`src/design/srrw_pkg.sv`:
```
`timescale 1ns / 1ps
// ----------------------------------------------------------------------------
// srrw_pkg
// Shared types and codes for the selective-repeat receive window unit.
// ----------------------------------------------------------------------------
package srrw_pkg;

  localparam int SEQ_W   = 4;
  localparam int ADDR_W  = 48;
  localparam int WIN_W   = 4;
  localparam int KIND_W  = 3;
  localparam int REQ_W   = 2;

  // Depth of the queue between front and back
  localparam int Q_DEPTH = 2;
  localparam int Q_PTR_W = $clog2(Q_DEPTH);
  localparam int Q_CNT_W = $clog2(Q_DEPTH + 1);

  // Frame kinds on the input
  localparam logic [REQ_W-1:0] REQ_DATA = 2'd0;
  localparam logic [REQ_W-1:0] REQ_ACK  = 2'd1;
  localparam logic [REQ_W-1:0] REQ_NAK  = 2'd2;

  localparam logic [WIN_W-1:0] WIN_RESET = 4'd8;

  // Result kinds on the output
  typedef enum logic [KIND_W-1:0] {
    RK_QUEUE_ACK = 3'd0,
    RK_SEND_NAK  = 3'd1,
    RK_DELIVER   = 3'd2,
    RK_ACK_RX    = 3'd3,
    RK_NAK_RX    = 3'd4
  } kind_e;

  // Work the back end carries out for a queued item
  typedef enum logic [1:0] {
    OP_DATA     = 2'd0,
    OP_ACK_NOTE = 2'd1,
    OP_NAK_NOTE = 2'd2
  } op_e;

  typedef struct packed {
    op_e               op;
    logic [SEQ_W-1:0]  seq;
    logic [ADDR_W-1:0] src;
    logic [SEQ_W-1:0]  ackn;
    logic              has_ack;
    logic              seq_lt_m;
  } item_t;

endpackage

```
`src/design/srrw_front.sv`:
```
`timescale 1ns / 1ps
// ----------------------------------------------------------------------------
// srrw_front
// Input stage: accept frames, classify them and push work to the queue.
// ----------------------------------------------------------------------------
module srrw_front #(
  parameter int M_W = 5
) (
  input  logic                        in_valid_i,
  output logic                        in_stall_o,
  input  logic [srrw_pkg::REQ_W-1:0]  req_type_i,
  input  logic [srrw_pkg::SEQ_W-1:0]  seq_number_i,
  input  logic [srrw_pkg::ADDR_W-1:0] source_addr_i,
  input  logic [srrw_pkg::SEQ_W-1:0]  ack_number_i,
  input  logic                        has_ack_i,
  input  logic [M_W-1:0]              m_i,
  input  logic                        q_full_i,
  output logic                        push_o,
  output srrw_pkg::item_t             item_o
);
  import srrw_pkg::*;

  logic keep;

  always_comb begin
    keep          = 1'b1;
    item_o.op     = OP_DATA;
    unique case (req_type_i)
      REQ_DATA: item_o.op = OP_DATA;
      REQ_ACK:  item_o.op = OP_ACK_NOTE;
      REQ_NAK:  item_o.op = OP_NAK_NOTE;
      default:  keep = 1'b0; // drop unknown frame kinds
    endcase
    item_o.seq      = seq_number_i;
    item_o.src      = source_addr_i;
    item_o.ackn     = ack_number_i;
    item_o.has_ack  = has_ack_i;
    item_o.seq_lt_m = 32'(seq_number_i) < 32'(m_i);
  end

  assign in_stall_o = q_full_i;
  assign push_o     = in_valid_i && !q_full_i && keep;

endmodule

```
`src/design/srrw_queue.sv`:
```
`timescale 1ns / 1ps
// ----------------------------------------------------------------------------
// srrw_queue
// Short FIFO that decouples the classifying front from the window back end.
// ----------------------------------------------------------------------------
module srrw_queue #(
  parameter int TAG_BITS = 16
) (
  input  logic                  clk_i,
  input  logic                  rst_ni,
  input  logic                  push_i,
  input  srrw_pkg::item_t       item_i,
  input  logic [TAG_BITS-1:0]   tag_i,
  input  logic                  pop_i,
  output logic                  full_o,
  output logic                  valid_o,
  output srrw_pkg::item_t       item_o,
  output logic [TAG_BITS-1:0]   tag_o
);
  import srrw_pkg::*;

  item_t               ent_q [Q_DEPTH];
  logic [TAG_BITS-1:0] tag_q [Q_DEPTH];
  logic [Q_PTR_W-1:0]  wr_q, wr_d, rd_q, rd_d;
  logic [Q_CNT_W-1:0]  cnt_q, cnt_d;
  logic                do_pop;

  assign full_o  = cnt_q == Q_CNT_W'(Q_DEPTH);
  assign valid_o = cnt_q != '0;
  assign item_o  = ent_q[rd_q];
  assign tag_o   = tag_q[rd_q];
  assign do_pop  = pop_i && valid_o;

  always_comb begin
    wr_d  = push_i ? wr_q + 1'b1 : wr_q;
    rd_d  = do_pop ? rd_q + 1'b1 : rd_q;
    cnt_d = cnt_q + Q_CNT_W'(push_i) - Q_CNT_W'(do_pop);
  end

  always_ff @(posedge clk_i or negedge rst_ni) begin
    if (!rst_ni) begin
      wr_q  <= '0;
      rd_q  <= '0;
      cnt_q <= '0;
    end else begin
      wr_q  <= wr_d;
      rd_q  <= rd_d;
      cnt_q <= cnt_d;
    end
  end

  always_ff @(posedge clk_i) begin
    if (push_i) begin
      ent_q[wr_q] <= item_i;
      tag_q[wr_q] <= tag_i;
    end
  end

endmodule

```
`src/design/srrw_back.sv`:
```
`timescale 1ns / 1ps
// ----------------------------------------------------------------------------
// srrw_back
// Window engine: acknowledge, store, deliver in order and notify.
// ----------------------------------------------------------------------------
module srrw_back #(
  parameter int SLOTS    = 16,
  parameter int TAG_BITS = 16,
  parameter int M_W      = 5
) (
  input  logic                        clk_i,
  input  logic                        rst_ni,
  input  logic                        cfg_we_i,
  input  logic [M_W-1:0]              w_i,
  input  logic [M_W-1:0]              m_i,
  input  logic                        head_valid_i,
  input  srrw_pkg::item_t             head_i,
  input  logic [TAG_BITS-1:0]         head_tag_i,
  output logic                        pop_o,
  output logic                        out_valid_o,
  input  logic                        out_stall_i,
  output logic [srrw_pkg::KIND_W-1:0] result_kind_o,
  output logic [srrw_pkg::SEQ_W-1:0]  number_o,
  output logic [srrw_pkg::ADDR_W-1:0] peer_addr_o,
  output logic [TAG_BITS-1:0]         out_payload_tag_o,
  output logic                        last_o
);
  import srrw_pkg::*;

  localparam int IDX_W = $clog2(SLOTS);

  typedef enum logic [3:0] {
    S_IDLE  = 4'b0001,
    S_WALK  = 4'b0010,
    S_DELIV = 4'b0100,
    S_PIGGY = 4'b1000
  } state_e;

  state_e              state_q, state_d;
  logic [IDX_W-1:0]    base_q, base_d;
  logic [SLOTS-1:0]    marks_q;
  logic [TAG_BITS-1:0] tag_mem [SLOTS];
  logic [TAG_BITS-1:0] tag_rd_q;

  logic                out_valid_q, out_valid_d, out_free, load;
  kind_e               kind_q, kind_d;
  logic [SEQ_W-1:0]    num_q, num_d;
  logic [ADDR_W-1:0]   peer_q, peer_d;
  logic [TAG_BITS-1:0] otag_q, otag_d;
  logic                last_q, last_d;

  logic [IDX_W-1:0]    seq_idx, nb_idx;
  logic [M_W-1:0]      seq_m, base_m, off, base_inc;
  logic                in_window, will_deliver, mark_set, mark_clr;

  // Window test and next base
  always_comb begin
    seq_m     = M_W'(head_i.seq);
    base_m    = M_W'(base_q);
    seq_idx   = IDX_W'(head_i.seq);
    off       = (seq_m >= base_m) ? seq_m - base_m : seq_m + m_i - base_m;
    in_window = head_i.seq_lt_m && (off < w_i);
    base_inc  = base_m + 1'b1;
    nb_idx    = (base_inc == m_i) ? '0 : IDX_W'(base_inc);
    // The stored frame lands on the base, or the base was already marked
    will_deliver = (seq_idx == base_q) || marks_q[base_q];
  end

  assign out_free = !out_valid_q || !out_stall_i;

  always_comb begin
    state_d  = state_q;
    base_d   = base_q;
    pop_o    = 1'b0;
    load     = 1'b0;
    mark_set = 1'b0;
    mark_clr = 1'b0;
    kind_d   = RK_ACK_RX;
    num_d    = head_i.ackn;
    peer_d   = head_i.src;
    otag_d   = '0;
    last_d   = 1'b1;
    unique case (state_q)
      S_IDLE: begin
        if (head_valid_i && out_free) begin
          load = 1'b1;
          case (head_i.op)
            OP_ACK_NOTE: begin
              kind_d = RK_ACK_RX;
              pop_o  = 1'b1;
            end
            OP_NAK_NOTE: begin
              kind_d = RK_NAK_RX;
              pop_o  = 1'b1;
            end
            default: begin
              if (in_window) begin
                kind_d   = RK_QUEUE_ACK;
                num_d    = head_i.seq;
                last_d   = !head_i.has_ack && !will_deliver;
                mark_set = !marks_q[seq_idx];
                state_d  = S_WALK;
              end else begin
                kind_d = RK_SEND_NAK;
                num_d  = SEQ_W'(base_q);
                last_d = !head_i.has_ack;
                if (head_i.has_ack) begin
                  state_d = S_PIGGY;
                end else begin
                  pop_o = 1'b1;
                end
              end
            end
          endcase
        end
      end
      S_WALK: begin
        if (marks_q[base_q]) begin
          state_d = S_DELIV;
        end else if (head_i.has_ack) begin
          state_d = S_PIGGY;
        end else begin
          pop_o   = 1'b1;
          state_d = S_IDLE;
        end
      end
      S_DELIV: begin
        if (out_free) begin
          load     = 1'b1;
          kind_d   = RK_DELIVER;
          num_d    = SEQ_W'(base_q);
          peer_d   = '0;
          otag_d   = tag_rd_q;
          last_d   = !head_i.has_ack && !marks_q[nb_idx];
          mark_clr = 1'b1;
          base_d   = nb_idx;
          state_d  = S_WALK;
        end
      end
      S_PIGGY: begin
        if (out_free) begin
          load    = 1'b1;
          kind_d  = RK_ACK_RX;
          pop_o   = 1'b1;
          state_d = S_IDLE;
        end
      end
      default: state_d = S_IDLE;
    endcase
    out_valid_d = load ? 1'b1 : (out_valid_q && out_stall_i);
  end

  always_ff @(posedge clk_i or negedge rst_ni) begin
    if (!rst_ni) begin
      state_q     <= S_IDLE;
      base_q      <= '0;
      marks_q     <= '0;
      out_valid_q <= 1'b0;
    end else begin
      state_q     <= state_d;
      out_valid_q <= out_valid_d;
      if (cfg_we_i) begin
        // restart the window at zero under the new modulus
        base_q  <= '0;
        marks_q <= '0;
      end else begin
        base_q <= base_d;
        if (mark_set) marks_q[seq_idx] <= 1'b1;
        if (mark_clr) marks_q[base_q]  <= 1'b0;
      end
    end
  end

  // Payload tag store, read at the base
  always_ff @(posedge clk_i) begin
    if (mark_set) tag_mem[seq_idx] <= head_tag_i;
    tag_rd_q <= tag_mem[base_q];
  end

  always_ff @(posedge clk_i) begin
    if (load) begin
      kind_q <= kind_d;
      num_q  <= num_d;
      peer_q <= peer_d;
      otag_q <= otag_d;
      last_q <= last_d;
    end
  end

  assign out_valid_o       = out_valid_q;
  assign result_kind_o     = kind_q;
  assign number_o          = num_q;
  assign peer_addr_o       = peer_q;
  assign out_payload_tag_o = otag_q;
  assign last_o            = last_q;

  a_base_in_range: assert property (@(posedge clk_i) disable iff (!rst_ni)
    base_m < m_i)
    else $error("receive base outside the sequence space");

  a_cfg_restarts: assert property (@(posedge clk_i) disable iff (!rst_ni)
    cfg_we_i |=> (base_q == '0) && (marks_q == '0))
    else $error("window not restarted by a configuration write");

  a_idle_base_clear: assert property (@(posedge clk_i) disable iff (!rst_ni)
    (state_q == S_IDLE) |-> !marks_q[base_q])
    else $error("marked slot left at the base between items");

  a_deliver_marked: assert property (@(posedge clk_i) disable iff (!rst_ni)
    (load && (kind_d == RK_DELIVER)) |-> marks_q[base_q])
    else $error("delivery of a slot that never arrived");

endmodule

```
`src/design/selective_repeat_receive_window_unit.sv`:
```
`timescale 1ns / 1ps
// ----------------------------------------------------------------------------
// selective_repeat_receive_window_unit
// Receiver side of a selective-repeat ARQ link with in-order delivery.
// ----------------------------------------------------------------------------
// Takes one received frame per item and returns one or more result items, the
// final one flagged by last_o. ACK and NAK frames come back as one
// notification each. A data frame inside the circular window gives a queue-ack
// result, is stored if new, then every consecutive stored frame from the base
// is delivered in order; a data frame outside the window (or with a sequence
// number at or above twice the window) gives a NAK for the base. A piggybacked
// ack is forwarded as the final result. Unknown frame kinds are accepted and
// dropped with no result. The front stage accepts an item in any cycle the
// two-entry queue has room. In the back end, each frame delivered by an
// in-window data frame takes a step of the delivery walk: a tag store read,
// then the emit. The window register resets to 8 and is clamped to
// 1..MAX_WINDOW; write it only while the unit is idle - a write restarts the
// window at sequence zero and clears all arrival marks. Payload tags need no
// clearing pass.
// ----------------------------------------------------------------------------
module selective_repeat_receive_window_unit #(
  parameter int MAX_WINDOW = 8,
  parameter int TAG_BITS   = 16
) (
  input  logic                        clk_i,
  input  logic                        rst_ni,
  // configuration: window size
  input  logic                        cfg_valid_i,
  output logic                        cfg_ready_o,
  input  logic [srrw_pkg::WIN_W-1:0]  cfg_data_i,
  // received frames
  input  logic                        in_valid_i,
  output logic                        in_stall_o,
  input  logic [srrw_pkg::REQ_W-1:0]  req_type_i,
  input  logic [srrw_pkg::SEQ_W-1:0]  seq_number_i,
  input  logic [srrw_pkg::ADDR_W-1:0] source_addr_i,
  input  logic [srrw_pkg::SEQ_W-1:0]  ack_number_i,
  input  logic                        has_ack_i,
  input  logic [TAG_BITS-1:0]         payload_tag_i,
  // results
  output logic                        out_valid_o,
  input  logic                        out_stall_i,
  output logic [srrw_pkg::KIND_W-1:0] result_kind_o,
  output logic [srrw_pkg::SEQ_W-1:0]  number_o,
  output logic [srrw_pkg::ADDR_W-1:0] peer_addr_o,
  output logic [TAG_BITS-1:0]         out_payload_tag_o,
  output logic                        last_o
);
  import srrw_pkg::*;

  localparam int SLOTS = 2 * MAX_WINDOW;
  // wide enough for the modulus and for a sequence offset plus the modulus
  localparam int M_W   = $clog2(SLOTS) + 1;

  logic [WIN_W-1:0]    window_q;
  logic                cfg_we;
  logic [M_W-1:0]      w_eff, m_eff;

  logic                push, q_full, q_valid, pop;
  item_t               push_item, head_item;
  logic [TAG_BITS-1:0] head_tag;

  // Always ready: writes must arrive only while the unit is idle; the block does not enforce it
  assign cfg_ready_o = 1'b1;
  assign cfg_we      = cfg_valid_i && cfg_ready_o;

  always_ff @(posedge clk_i or negedge rst_ni) begin
    if (!rst_ni) begin
      window_q <= WIN_RESET;
    end else if (cfg_we) begin
      window_q <= cfg_data_i;
    end
  end

  // Clamp the window to 1..MAX_WINDOW; sequence numbers wrap at twice that
  always_comb begin
    if (window_q == '0) begin
      w_eff = M_W'(1);
    end else if (32'(window_q) > 32'(MAX_WINDOW)) begin
      w_eff = M_W'(MAX_WINDOW);
    end else begin
      w_eff = M_W'(window_q);
    end
    m_eff = w_eff << 1;
  end

  srrw_front #(
    .M_W (M_W)
  ) u_front (
    .in_valid_i    (in_valid_i),
    .in_stall_o    (in_stall_o),
    .req_type_i    (req_type_i),
    .seq_number_i  (seq_number_i),
    .source_addr_i (source_addr_i),
    .ack_number_i  (ack_number_i),
    .has_ack_i     (has_ack_i),
    .m_i           (m_eff),
    .q_full_i      (q_full),
    .push_o        (push),
    .item_o        (push_item)
  );

  srrw_queue #(
    .TAG_BITS (TAG_BITS)
  ) u_queue (
    .clk_i   (clk_i),
    .rst_ni  (rst_ni),
    .push_i  (push),
    .item_i  (push_item),
    .tag_i   (payload_tag_i),
    .pop_i   (pop),
    .full_o  (q_full),
    .valid_o (q_valid),
    .item_o  (head_item),
    .tag_o   (head_tag)
  );

  srrw_back #(
    .SLOTS    (SLOTS),
    .TAG_BITS (TAG_BITS),
    .M_W      (M_W)
  ) u_back (
    .clk_i             (clk_i),
    .rst_ni            (rst_ni),
    .cfg_we_i          (cfg_we),
    .w_i               (w_eff),
    .m_i               (m_eff),
    .head_valid_i      (q_valid),
    .head_i            (head_item),
    .head_tag_i        (head_tag),
    .pop_o             (pop),
    .out_valid_o       (out_valid_o),
    .out_stall_i       (out_stall_i),
    .result_kind_o     (result_kind_o),
    .number_o          (number_o),
    .peer_addr_o       (peer_addr_o),
    .out_payload_tag_o (out_payload_tag_o),
    .last_o            (last_o)
  );

endmodule

```
`config.mk`:
```
export PLATFORM = sky130hd
export DESIGN_NAME = selective_repeat_receive_window_unit
export DESIGN_NICKNAME = d
export VERILOG_FILES = /design/src/design/srrw_pkg.sv /design/src/design/srrw_front.sv /design/src/design/srrw_queue.sv /design/src/design/srrw_back.sv /design/src/design/selective_repeat_receive_window_unit.sv
export SDC_FILE = /design/constraint.sdc
export NUM_CORES = 1
export LEC_CHECK = 0
export BUFFER_PORTS_ARGS = -buffer_cell sky130_fd_sc_hd__clkbuf_2
export CAP_MARGIN = 20
export CORE_MARGIN = 4
export CORE_UTILIZATION = 35
export DETAILED_ROUTE_END_ITERATION = 8
export PLACE_DENSITY = 0.63
export SLEW_MARGIN = 15
export SYNTH_ARGS = -nofsm -noshare
export SYNTH_HDL_FRONTEND = slang
export SYNTH_SLANG_ARGS = --single-unit
export TNS_END_PERCENT = 100
```
`constraint.sdc`:
```
create_clock -name clk_i -period 7.6 [get_ports clk_i]
set_input_delay 0.38 -clock clk_i [delete_from_list [all_inputs] [get_ports clk_i]]
set_output_delay 0.38 -clock clk_i [all_outputs]
set_load 0.01 [all_outputs]
```
-- Yosys cells after proc, flatten, opt, wreduce, memory -nomap -nowiden
Memory sizes are Yosys's and may differ from the RTL's. A register that Yosys moved wholly into a read port is not among the register bits.
Index checks and enable logic that the tools add are counted.
- add/sub/neg operators: 8
- $mul: 0
- div/mod/pow operators: 0
- order comparisons: 9
- equal/unequal tests: 16
- shift-type cells: 0
- multiplexer cells: 68
- bitwise operators: 3
- reduce and logical (&&, ||, !) cells: 30
- operators with widths (operator ; number):
    48-bit 2-to-1 mux ; 2
    4-bit 2-to-1 mux ; 17
    16-bit 2-to-1 mux ; 4
    1-bit 2-to-1 mux ; 29
    16-bit AND ; 1
    16-bit NOT ; 1
    16-bit bitwise OR ; 1
    4-bit one-hot mux with 4 select lines ; 1
    4-bit by 5-bit < comparator with 1-bit output (second input constant) ; 3
    1-bit binary-select mux with 4-bit select ; 3
    3-bit one-hot mux with 2 select lines ; 2
    1-bit logical AND ; 10
    5-bit 2-to-1 mux ; 2
    1-bit demux with 4-bit select ; 2
    4-bit by 1-bit greater-or-equal comparator with 1-bit output (second input constant) ; 2
    4-bit one-hot mux with 2 select lines ; 1
    1-bit logical NOT ; 7
    2-bit equality test (second input constant) ; 3
    2-bit by 1-bit inequality test with 1-bit output (second input constant) ; 3
    2-bit nonzero test ; 3
    4-bit by 1-bit adder with 5-bit output (second input constant) ; 1
    4-bit by 5-bit adder with 5-bit output ; 1
    5-bit equality test ; 1
    4-bit by 5-bit < comparator with 1-bit output ; 1
    27 further kinds ; 33
- bits in registers: 105
- bits in latches: 0
- bits in writable memories: 408
- ROM bits: 0
- input bits: 84
- memories kept: 3
- memories (name ; depth ; width ; rd ports ; clocked after memory_dff ; wr ports ; RTL line ; text):
    u_back.tag_mem ; 16 ; 16 ; 1 ; 1 ; 1 ; srrw_back.sv:42 ; logic [TAG_BITS-1:0] tag_mem [SLOTS];
    u_queue.ent_q ; 2 ; 60 ; 1 ; 0 ; 1 ; srrw_queue.sv:22 ; item_t ent_q [Q_DEPTH];
    u_queue.tag_q ; 2 ; 16 ; 1 ; 0 ; 1 ; srrw_queue.sv:23 ; logic [TAG_BITS-1:0] tag_q [Q_DEPTH];

-- Depth between registers and ports, before layout
Gate-level depths: netlist of run 1.
- depth after elaboration: 17
- mapped depth: 22

-- Hierarchy
Synthesis of run 1 repeated with hierarchy kept, for this count alone.
- cell total of the unflattened synthesis: 1164
- area, all modules: 21867.2 um^2
- by module, submodules not included (module ; instances ; cells each ; area each (um^2)):
    srrw_back ; 1 ; 820 ; 15305.9
    srrw_queue ; 1 ; 254 ; 5820.6
    srrw_front ; 1 ; 74 ; 549.3
    selective_repeat_receive_window_unit ; 1 ; 16 ; 191.4

-- Worst setup path after synthesis of run 1
No wires, ideal clock.
- path kind: register to register
- from: reg u_back.state_q[2]
- to: reg u_back.last_q, in the netlist u_back.last_o, enable pin
- library setup time: 0.602 ns
- arrival: 5.865 ns
- path slack: 1.133 ns
- stages on the path, launching flop included: 5
- buffers on the path: 1
- clock period less this slack: 6.467 ns
- cell sequence: dfrtp_1 -> clkbuf_1 -> xor2_1 -> nand2_1 -> o21ai_0
- longest elaborated chain between the ends: 3
- ends and longest elaborated chain (element ; RTL line ; text):
    from (decl) ; srrw_back.sv:39 ; state_e state_q, state_d;
    from (signal assigned) ; srrw_back.sv:160 ; state_q <= state_d;
    4-bit by 3-bit equality test with 1-bit output / 4-bit equality test (equally long branches) ; srrw_back.sv:83 ; unique case (state_q)
    2-bit OR reduction (no line) ; n/a ;
    1-bit one-hot mux with 2 select lines (*) ; srrw_back.sv:83 ;
    via u_back.load ; srrw_back.sv:45 ; logic out_valid_q, out_valid_d, out_free, load;
    to (signal assigned) ; srrw_back.sv:186 ; last_q <= last_d;
    to (decl) ; srrw_back.sv:50 ; logic last_q, last_d;
The timed path passes the listed nets; every way through them passes the cells marked *.
A chain may end at the register's enable or synchronous reset.

-- Final worst setup path of run 1
- from: reg u_queue.rd_q
- to: mem u_back.tag_mem[0][3], enable pin
- longest elaborated chain between the ends: 12
- ends and longest elaborated chain (element ; RTL line ; text):
    from (decl) ; srrw_queue.sv:24 ; logic [Q_PTR_W-1:0] wr_q, wr_d, rd_q, rd_d;
    from (signal assigned) ; srrw_queue.sv:47 ; rd_q <= rd_d;
    memory read 2 x 60 bit (*) ; n/a ;
    4-bit by 5-bit adder with 5-bit output ; srrw_back.sv:61 ; off = (seq_m >= base_m) ? seq_m - base_m : seq_m + m_i - base_m;
    5-bit by 4-bit subtractor with 5-bit output ; srrw_back.sv:61 ;
    5-bit 2-to-1 mux ; srrw_back.sv:61 ;
    5-bit < comparator ; srrw_back.sv:62 ; in_window = head_i.seq_lt_m && (off < w_i);
    1-bit logical AND ; srrw_back.sv:62 ;
    1-bit 2-to-1 mux ; srrw_back.sv:97 ; if (in_window) begin
    1-bit 2-to-1 mux ; srrw_back.sv:87 ; case (head_i.op)
    1-bit 2-to-1 mux ; srrw_back.sv:85 ; if (head_valid_i && out_free) begin
    1-bit 2-to-1 mux ; srrw_back.sv:83 ;
    1-bit 2-to-1 mux ; srrw_back.sv:176 ; if (mark_set) tag_mem[seq_idx] <= head_tag_i;
    1-bit 2-to-1 mux (implied by the code) ; srrw_back.sv:176 ;
    to (decl) ; srrw_back.sv:42 ;
Mark *: on every way between the ends. The rest lies on a longest branch, timed or not. The select of a mux whose other input is x is not followed.

==> results.txt, run 1 <==
----------------------------------------------------
[Yosys]
  Synthesized Nets ... 1239
  Warnings from Yosys ... 0
  Post-synthesis compound-gate area fraction ... 0.0341
  Post-synth top area share ... 0.687
  Largest area contributor in the synthesized netlist ... sky130_fd_sc_hd__edfxtp_1
  Main area contributors after synthesis ... sky130_fd_sc_hd__edfxtp_1 69%, sky130_fd_sc_hd__mux4_2 9.4%, sky130_fd_sc_hd__dfrtp_1 3.7%, sky130_fd_sc_hd__mux2i_1 3.0%, sky130_fd_sc_hd__nor2_1 1.6%
  Number of enable-type register cells in the synthesized netlist ... 480
  Summed instance area of the synthesized netlist ... 21000 um2
  Flip-flop and latch count after synthesis ... roughly 530
  Combinational family with the most area after synthesis ... multiplexers
  Mux share of post-synthesis cell area ... 0.136
  Xor and xnor fraction of the mapped netlist area ... 0.00692
  Number of library cell types mapped by synthesis ... 69
  Area share of and/or/nand/nor cells after synthesis ... 0.0480
  Adder-Cell Fraction of Synth Area ... 0.0167
  Share of synthesized flip-flops with an asynchronous set or reset ... 0.0624
  Synthesized area per cell ... between 15 and 20 um2
  Post-synthesis sequential area ratio ... 0.741
  Most frequently used flop master after synthesis ... sky130_fd_sc_hd__edfxtp_1
  Number of instances in the synthesized netlist ... between 1000 and 1500

[Clocking]
  CTS sink cnt ... ~530
  Insertion delay to the later sink of the worst-skew pair ... 610 ps
  Maximum buffer depth of the clock tree ... 3
  Clock tree from TritonCTS ... yes
  Post_cts resized ... 0
  Postcts setup bufs ... 0
  CTS Root Buffer Type ... sky130_fd_sc_hd__clkbuf_16
  Post-cts hold buffer count ... 76
  Clock slew at the register clock pins of the worst setup and hold paths ... about 60 ps
  H-tree depth reported by CTS ... 2
  Number of buffers created by CTS ... 53

[Worst setup path]
  Endpoint of the most critical register-to-register path ... u_back.tag_mem[0][3]$_DFFE_PP_
  Worst reg-to-reg path cell count ... 15
  Startpoint types ... flip-flop
  Capture point of the critical path ... u_back.tag_mem[0][3]$_DFFE_PP_
  Start of the worst register-to-register path ... u_queue.rd_q$_DFFE_PN0P_
  Slack of the worst reg-to-reg path ... approximately 2100 ps
  CP Data Required Time ... 7900 ps
  Worst-path fanout max ... 42
  Worst path arrival time ... 5820 ps
  Critical path type ... reg -> reg
  Startpoint of the worst setup timing path ... u_queue.rd_q$_DFFE_PN0P_
  Setup crit end kind ... flip-flop

[GRT]
  Global-route wire length before repair ... roughly 72000 um
  Pin count of the biggest net entering global routing ... between 70 and 80
  Initial antenna violation count ... 1
  Vias in the first global route ... between 10000 and 15000
  Global-route usage over all layers ... 0.147
  Final global-route overflow total ... 0

[Power]
  Switching part of the total ... 0.297
  Power consumption ... about 8400 uW
  Combinational group share of total power ... 0.219
  Reg power frac ... 0.487
  Clock Power Share ... 0.294
  Net switching component of the power ... between 2000 and 2500 uW
  Leakage power figure ... 0.00875 uW
  Max rail drop VDD ... about 0.00017 V
  Power per Cell Area ... roughly 330 nW/um2
  Internal power contribution ... about 5900 uW

[Route]
  Via count ... approximately 11000
  Drc violations ... 0
  Detailed-route wire length ... between 40000 and 50000 um
  Initial DRC Count ... around 1000
  ANT nets after route ... 0
  Post-DR vias/cell ... roughly 5.1
  Total iterations of the first detailed-routing run ... 5
  Drt wl/cell ... about 22 um

[Placement]
  Hpwl dp ... around 30000 um
  Worst setup slack before clock tree synthesis ... approximately 2200 ps
  Cell Count Post-Placement ... between 2000 and 2500
  Placer Congestion ... 0.810
  # port buffers ... 157
  Placed inst area ... between 20000 and 25000 um2

[Layout]
  Area delta synth->final ... 19.7%
  Nets ... roughly 1500
  Antenna cells ... 0
  Layout Cell Area excl Fill ... approximately 25000 um2
  Cell Count, Final, Fillers Out ... 2200
  Share of layout cells above drive strength 1 ... 0.269

[STA]
  Worst Tran Pin Value ... 1080 ps
  Crit share post-route ... 0.727
  Total count of hold-check failures in the final report ... 0
  Highest clock frequency the design can meet ... around 180 MHz
  Worst-case setup margin in the final layout ... between 2000 and 2500 ps
  Skew final ... roughly 43 ps
  Max_slew headroom ... 0.278
  Setup tns final ... 0 ps
  Setup repair after global routing missed its margin ... false
  Final min period ... between 5000 and 6000 ps
  Fin. max-slew vios ... 0
  Number of setup violations in the final report ... 0

[Die]
  Effective utilization at floorplan ... 0.354
  Boundary Pins ... roughly 160
  Row count ... 89
  Width of the die ... between 200 and 300 um
  Area enclosed by the die boundary ... roughly 64000 um2
  Placeable core area ... a little under 60000 um2
  Overall die height ... approximately 250 um

[Hold path]
  Hold Path Class ... in -> reg

[Job]
  Max cap viols ... 0

[Run status]
  Status ... finished clean

----------------------------------------------------
cell families after synthesis:
group           after synthesis
xor+xnor                     15
flops                       529
mux                         172
other cells                   1
compound gates              101
fa+ha+maj                    25
simple gates                204
buf+inv                      83
flip-flops by register name (all words and copies together), names as in the netlist:
| signal | flops |
|---|---|
| u_queue.ent_q | 120 |
| u_back.state_q | 4 |
| u_back.tag_mem | 256 |
| u_queue.cnt_q | 2 |
| u_back.out_valid_o | 1 |
| u_queue.rd_q | 1 |
| u_back.last_o | 1 |
| window_q | 4 |
| u_back.peer_addr_o | 48 |
| u_back.number_o | 4 |
| u_queue.tag_q | 32 |
| u_back.marks_q | 16 |
| u_queue.wr_q | 1 |
| u_back.result_kind_o | 3 |
| u_back.tag_rd_q | 16 |
| u_back.base_q | 4 |
| u_back.out_payload_tag_o | 16 |
metal layers:
layer / vias up / track usage / part of all wire
li1: 5001 / - / -
met1: 5778 / 0.202 / 0.43
met2: 345 / 0.242 / 0.49
met3: 85 / 0.0264 / 0.055
met4: 0 / 0.0470 / 0.027
met5: - / 0 / 0
area by class of cell:
type | count | area (um2)
inverters | 25 | 93.8
well taps | 773 | 967
fillers | 5226 | 34100
multi-input cells | 518 | 5100
clock buffers | 65 | 1390
repair buffers | 261 | 1760
flip-flops and latches | 529 | 15600
clock inverters | 29 | 234
how the worst min path moves through the flow:
stage / start / to / slack (ps) / cells after the start
3_3_place_gp: u_queue.cnt_q[1]$_DFF_PN0_ / u_queue.cnt_q[1]$_DFF_PN0_ / 490 / 1
6_report: cfg_data_i[3] / window_q[3]$_DFFE_PN1P_ / 40 / 3
3_5_place_dp: window_q[0]$_DFFE_PN0P_ / window_q[0]$_DFFE_PN0P_ / 490 / 1
4_1_cts: cfg_data_i[1] / window_q[1]$_DFFE_PN0P_ / 7 / 3
2_1_floorplan: rst_ni / u_back.base_q[0]$_DFFE_PN0P_ / 80 / 0
5_1_grt: cfg_data_i[1] / window_q[1]$_DFFE_PN0P_ / 50 / 3
cells in the mapped netlist, types with 3 or more instances:
master / instances
sky130_fd_sc_hd__and2_1: 6
sky130_fd_sc_hd__nor3_1: 11
sky130_fd_sc_hd__o21a_1: 7
sky130_fd_sc_hd__a222oi_1: 3
sky130_fd_sc_hd__nor4b_1: 3
sky130_fd_sc_hd__dfrtp_1: 31
sky130_fd_sc_hd__xor2_1: 5
sky130_fd_sc_hd__nand4_1: 5
sky130_fd_sc_hd__o31a_1: 3
sky130_fd_sc_hd__mux4_2: 88
sky130_fd_sc_hd__buf_2: 23
sky130_fd_sc_hd__fa_1: 5
sky130_fd_sc_hd__mux2_2: 22
sky130_fd_sc_hd__dfxtp_1: 16
sky130_fd_sc_hd__nor2_1: 92
sky130_fd_sc_hd__o21ai_0: 14
sky130_fd_sc_hd__xnor2_1: 9
sky130_fd_sc_hd__nand2b_1: 5
sky130_fd_sc_hd__or3_1: 3
sky130_fd_sc_hd__buf_1: 6
sky130_fd_sc_hd__mux2i_1: 62
sky130_fd_sc_hd__clkbuf_1: 26
sky130_fd_sc_hd__inv_1: 25
sky130_fd_sc_hd__nand2_1: 28
sky130_fd_sc_hd__edfxtp_1: 480
sky130_fd_sc_hd__a221o_1: 8
sky130_fd_sc_hd__a21oi_1: 17
sky130_fd_sc_hd__a211oi_1: 14
sky130_fd_sc_hd__o22ai_1: 3
sky130_fd_sc_hd__ha_1: 20
sky130_fd_sc_hd__and3_1: 19
sky130_fd_sc_hd__nor2b_1: 9
sky130_fd_sc_hd__nand3_1: 9
sky130_fd_sc_hd__a31oi_1: 10
metrics by stage:
stage	hold WS, ps	util
2_1_floorplan	84.4	-
3_3_place_gp	487	0.384
3_5_place_dp	494	0.384
4_1_cts	7.24	0.424
5_1_grt	46.4	0.424
6_report	41.4	0.424
layout by cell type (no fill, tap or decap), drive strengths merged, types with 5 or more instances in the layout:
| master | n |
|---|---|
| nand2 | 29 |
| clkinv | 20 |
| nand3 | 9 |
| and2 | 6 |
| a211oi | 14 |
| a31oi | 10 |
| nand2b | 5 |
| dfxtp | 16 |
| nand4 | 5 |
| ha | 20 |
| clkbuf | 222 |
| xor2 | 5 |
| o21ai | 15 |
| inv | 29 |
| xnor2 | 9 |
| fa | 5 |
| nor2b | 9 |
| mux4 | 88 |
| a221o | 8 |
| buf | 28 |
| mux2 | 22 |
| dlygate4sd3 | 76 |
| edfxtp | 480 |
| nor2 | 92 |
| a21oi | 17 |
| o21a | 7 |
| and3 | 19 |
| mux2i | 62 |
| dfrtp | 31 |
| nor3 | 12 |
power by group through the flow:
stage | clock, uW | sequential, uW | combinational [uW]
global placement | 0 | 4120 | 1790
detailed placement | 0 | 4130 | 1820
finish | 2460 | 4070 | 1830
CTS | 2520 | 4080 | 1860
floorplan | 0 | 4210 | 1030
global route | 2650 | 4110 | 1990
worst max-delay path: stages, from the launching register on:
cell,delay [ps]
sky130_fd_sc_hd__dfrtp_4,810
sky130_fd_sc_hd__mux2_2,490
sky130_fd_sc_hd__fa_1,500
sky130_fd_sc_hd__ha_1,240
sky130_fd_sc_hd__fa_1,380
sky130_fd_sc_hd__xor2_1,160
sky130_fd_sc_hd__nor2_1,60
sky130_fd_sc_hd__nor3_1,210
sky130_fd_sc_hd__ha_1,280
sky130_fd_sc_hd__a211oi_1,220
sky130_fd_sc_hd__o21a_1,190
sky130_fd_sc_hd__and3_1,160
sky130_fd_sc_hd__buf_4,230
sky130_fd_sc_hd__nand3_1,290
sky130_fd_sc_hd__nor2_1,640
sky130_fd_sc_hd__buf_4,290
(Power assumes the default switching activity.)
==> inputs of run 2 (changes only) <==
PLACE_DENSITY = 0.65   (was 0.63)
clock period = 4.6 ns   (was 7.6 ns; I/O delays follow)
==> run 2 against run 1 <==
Cell count is 1.2% higher. Critical path type unchanged. Power increased by 71%. Count of clock-buffer cells in the layout is the same. Global-route usage up 0.26 points. Non-clock buffer count increased by 20. Die area unchanged. Clock skew fell by 20 ps. Via count is 1.5% higher. Setup slack worse by 1800 ps. Cell area rose by 2.5%. Core utilization rose by 1.1 points. Sequential cell count stayed put.
==> results.txt, run 2 (synthesis results as in run 1) <==
----------------------------------------------------
[Run status]
  Status ... finished clean

[Route]
  Detailed-route wire length ... approximately 49000 um
  Drc violations ... 0
  Routed met1 length ... approximately 21000 um
  Uppermost layer routed ... met4
  Initial DRC Count ... around 1100
  Via count ... around 11000
  Detail Route met2 WL ... roughly 24000 um
  ANT nets after route ... 0
  Drt wl/cell ... 21.8 um
  Total iterations of the first detailed-routing run ... 7
  Post-DR vias/cell ... between 5 and 6
  Detail Route met3 WL ... approximately 2900 um

[Clocking]
  Maximum buffer depth of the clock tree ... 3
  Number of buffers created by CTS ... between 50 and 60
  CTS Root Buffer Type ... sky130_fd_sc_hd__clkbuf_16
  Insertion delay to the later sink of the worst-skew pair ... ~600 ps
  H-tree depth reported by CTS ... 2
  CTS sink cnt ... around 530
  Postcts setup bufs ... 0
  Clock tree from TritonCTS ... yes
  Clock slew at the register clock pins of the worst setup and hold paths ... ~60 ps

[Power]
  Combinational group share of total power ... 0.226
  Power per Cell Area ... 556 nW/um2
  Internal power contribution ... around 10000 uW
  Power consumption ... between 10000 and 15000 uW
  Max rail drop VDD ... 0.000368 V
  Leakage power figure ... about 0.009 uW
  Reg power frac ... 0.464
  Net switching component of the power ... approximately 4200 uW
  Clock Power Share ... 0.310
  Switching part of the total ... 0.293

[STA]
  Worst Tran Pin Value ... ~1200 ps
  Max_slew headroom ... 0.203
  Number of setup violations in the final report ... 0
  Highest clock frequency the design can meet ... 230 MHz
  Skew final ... about 23 ps
  Total count of hold-check failures in the final report ... 0
  Setup repair after global routing missed its margin ... false
  Final min period ... 4340 ps
  Fin. max-slew vios ... 0
  Crit share post-route ... 0.943

[Placement]
  Hpwl dp ... ~31000 um
  # port buffers ... between 150 and 200
  Placed inst area ... about 23000 um2
  Placer Congestion ... ~0.88

[GRT]
  Initial antenna violation count ... 0
  Global-route usage over all layers ... 0.150
  Pin count of the biggest net entering global routing ... slightly below 80
  Global-route wire length before repair ... 73800 um
  Vias in the first global route ... roughly 12000
  Final global-route overflow total ... 0

[Die]
  Area enclosed by the die boundary ... 64000 um2
  Row count ... 89
  Width of the die ... between 200 and 300 um
  Overall die height ... 253 um
  Boundary Pins ... 159
  Placeable core area ... between 50000 and 60000 um2
  Effective utilization at floorplan ... 0.354

[Worst setup path]
  Setup crit end kind ... flip-flop
  Worst path arrival time ... 4820 ps
  Worst reg-to-reg path cell count ... 21
  CP Data Required Time ... approximately 5100 ps
  Endpoint of the most critical register-to-register path ... u_queue.cnt_q[1]$_DFF_PN0_
  Capture point of the critical path ... u_queue.cnt_q[1]$_DFF_PN0_
  Worst-path fanout max ... 15
  Startpoint of the worst setup timing path ... u_queue.rd_q$_DFFE_PN0P_
  Slack of the worst reg-to-reg path ... ~260 ps
  Start of the worst register-to-register path ... u_queue.rd_q$_DFFE_PN0P_
  Critical path type ... reg -> reg
  Startpoint types ... flip-flop

[Hold path]
  Hold path startpoint ... in_valid_i
  Hold Path Class ... in -> reg
  Worst Hold Path Cells ... 3

[Layout]
  Largest register by flop count ... u_back.tag_mem
  Max reg flops ... about 260
  Leading cell types in the layout, fill and taps excluded ... 480 x sky130_fd_sc_hd__edfxtp_1, 157 x sky130_fd_sc_hd__clkbuf_2, 88 x sky130_fd_sc_hd__mux4_2
  Nets ... about 1500
  Area delta synth->final ... 22.7%
  Share of layout cells above drive strength 1 ... 0.295
  Layout Cell Area excl Fill ... 25700 um2
  Leading cell type in the layout, fill and taps excluded ... sky130_fd_sc_hd__edfxtp_1

[Job]
  Max cap viols ... 0

----------------------------------------------------
run 2: cell type report:
class                           instances  area [um2]
Antenna cell                            1        2.50
Fill cell                            5139       33500
Sequential cell                       529       15600
Inverter                               25        93.8
Multi-Input combinational cell        518        5170
Tap cell                              773         967
Clock buffer                           65        1410
Clock inverter                         34         389
Timing Repair Buffer                  281        2130
run 2: per-stage QoR:
| stage | setup TNS (ps) | hold WS, ps | setup WS [ps] | util | cells |
|---|---|---|---|---|---|
| floorplan | -13100 | -65.6 | -409 | - | 1130 |
| global placement | 0 | 405 | 244 | 0.390 | 2045 |
| detailed placement | 0 | 410 | 187 | 0.390 | 2045 |
| CTS | 0 | 20.4 | 153 | 0.434 | 2225 |
| global route | 0 | 64.3 | 18.8 | 0.435 | 2225 |
| finish | 0 | 46.9 | 261 | 0.435 | 2226 |
run 2: worst min path at each step:
stage	slack, ps	end
after floorplan	-70	u_back.base_q[0]$_DFFE_PN0P_
after global placement	410	u_back.out_valid_o$_DFF_PN0_
after detailed placement	410	u_back.state_q[2]$_DFFE_PN0P_
after CTS	20	u_queue.wr_q$_DFFE_PN0P_
after global routing	60	u_queue.wr_q$_DFFE_PN0P_
final	50	u_queue.wr_q$_DFFE_PN0P_
run 2: power groups by stage:
stage               clock network (uW)  registers [uW]  logic (uW)
finish                            4440            6650        3240
global route                      4760            6710        3530
floorplan                            0            6920        1730
CTS                               4550            6660        3250
detailed placement                   0            6750        3160
global placement                     0            6730        3100
run 2: timing repair:
| action | CTS | global route |
|---|---|---|
| endpoints found under the hold margin | 185 | 0 |
| setup endpoints to repair | 0 | 260 |
| gates resized for setup | 0 | 8 |
| hold buffers | 81 | 0 |
run 2: metal layers:
metal,GRT usage,up-vias
met2,0.244,404
met3,0.0292,74
met5,0,-
li1,-,5064
met1,0.211,5832
met4,0.0355,0
run 2: worst max-delay path: stages (launching register included):
cell                       delay, ps
sky130_fd_sc_hd__dfrtp_4         490
sky130_fd_sc_hd__buf_4           190
sky130_fd_sc_hd__nand2b_1        180
sky130_fd_sc_hd__nand2_1         110
sky130_fd_sc_hd__inv_1            90
sky130_fd_sc_hd__ha_1            230
sky130_fd_sc_hd__inv_2            80
sky130_fd_sc_hd__ha_2            200
sky130_fd_sc_hd__fa_1            420
sky130_fd_sc_hd__nand2_1          60
sky130_fd_sc_hd__o21ai_0          80
sky130_fd_sc_hd__ha_1            300
sky130_fd_sc_hd__a21o_1          200
sky130_fd_sc_hd__a211oi_2        210
sky130_fd_sc_hd__o21a_1          190
sky130_fd_sc_hd__a31oi_1          90
sky130_fd_sc_hd__o31a_1          290
sky130_fd_sc_hd__ha_1            290
sky130_fd_sc_hd__inv_1            50
sky130_fd_sc_hd__ha_1            200
sky130_fd_sc_hd__xnor2_2         140
sky130_fd_sc_hd__xnor2_1         120
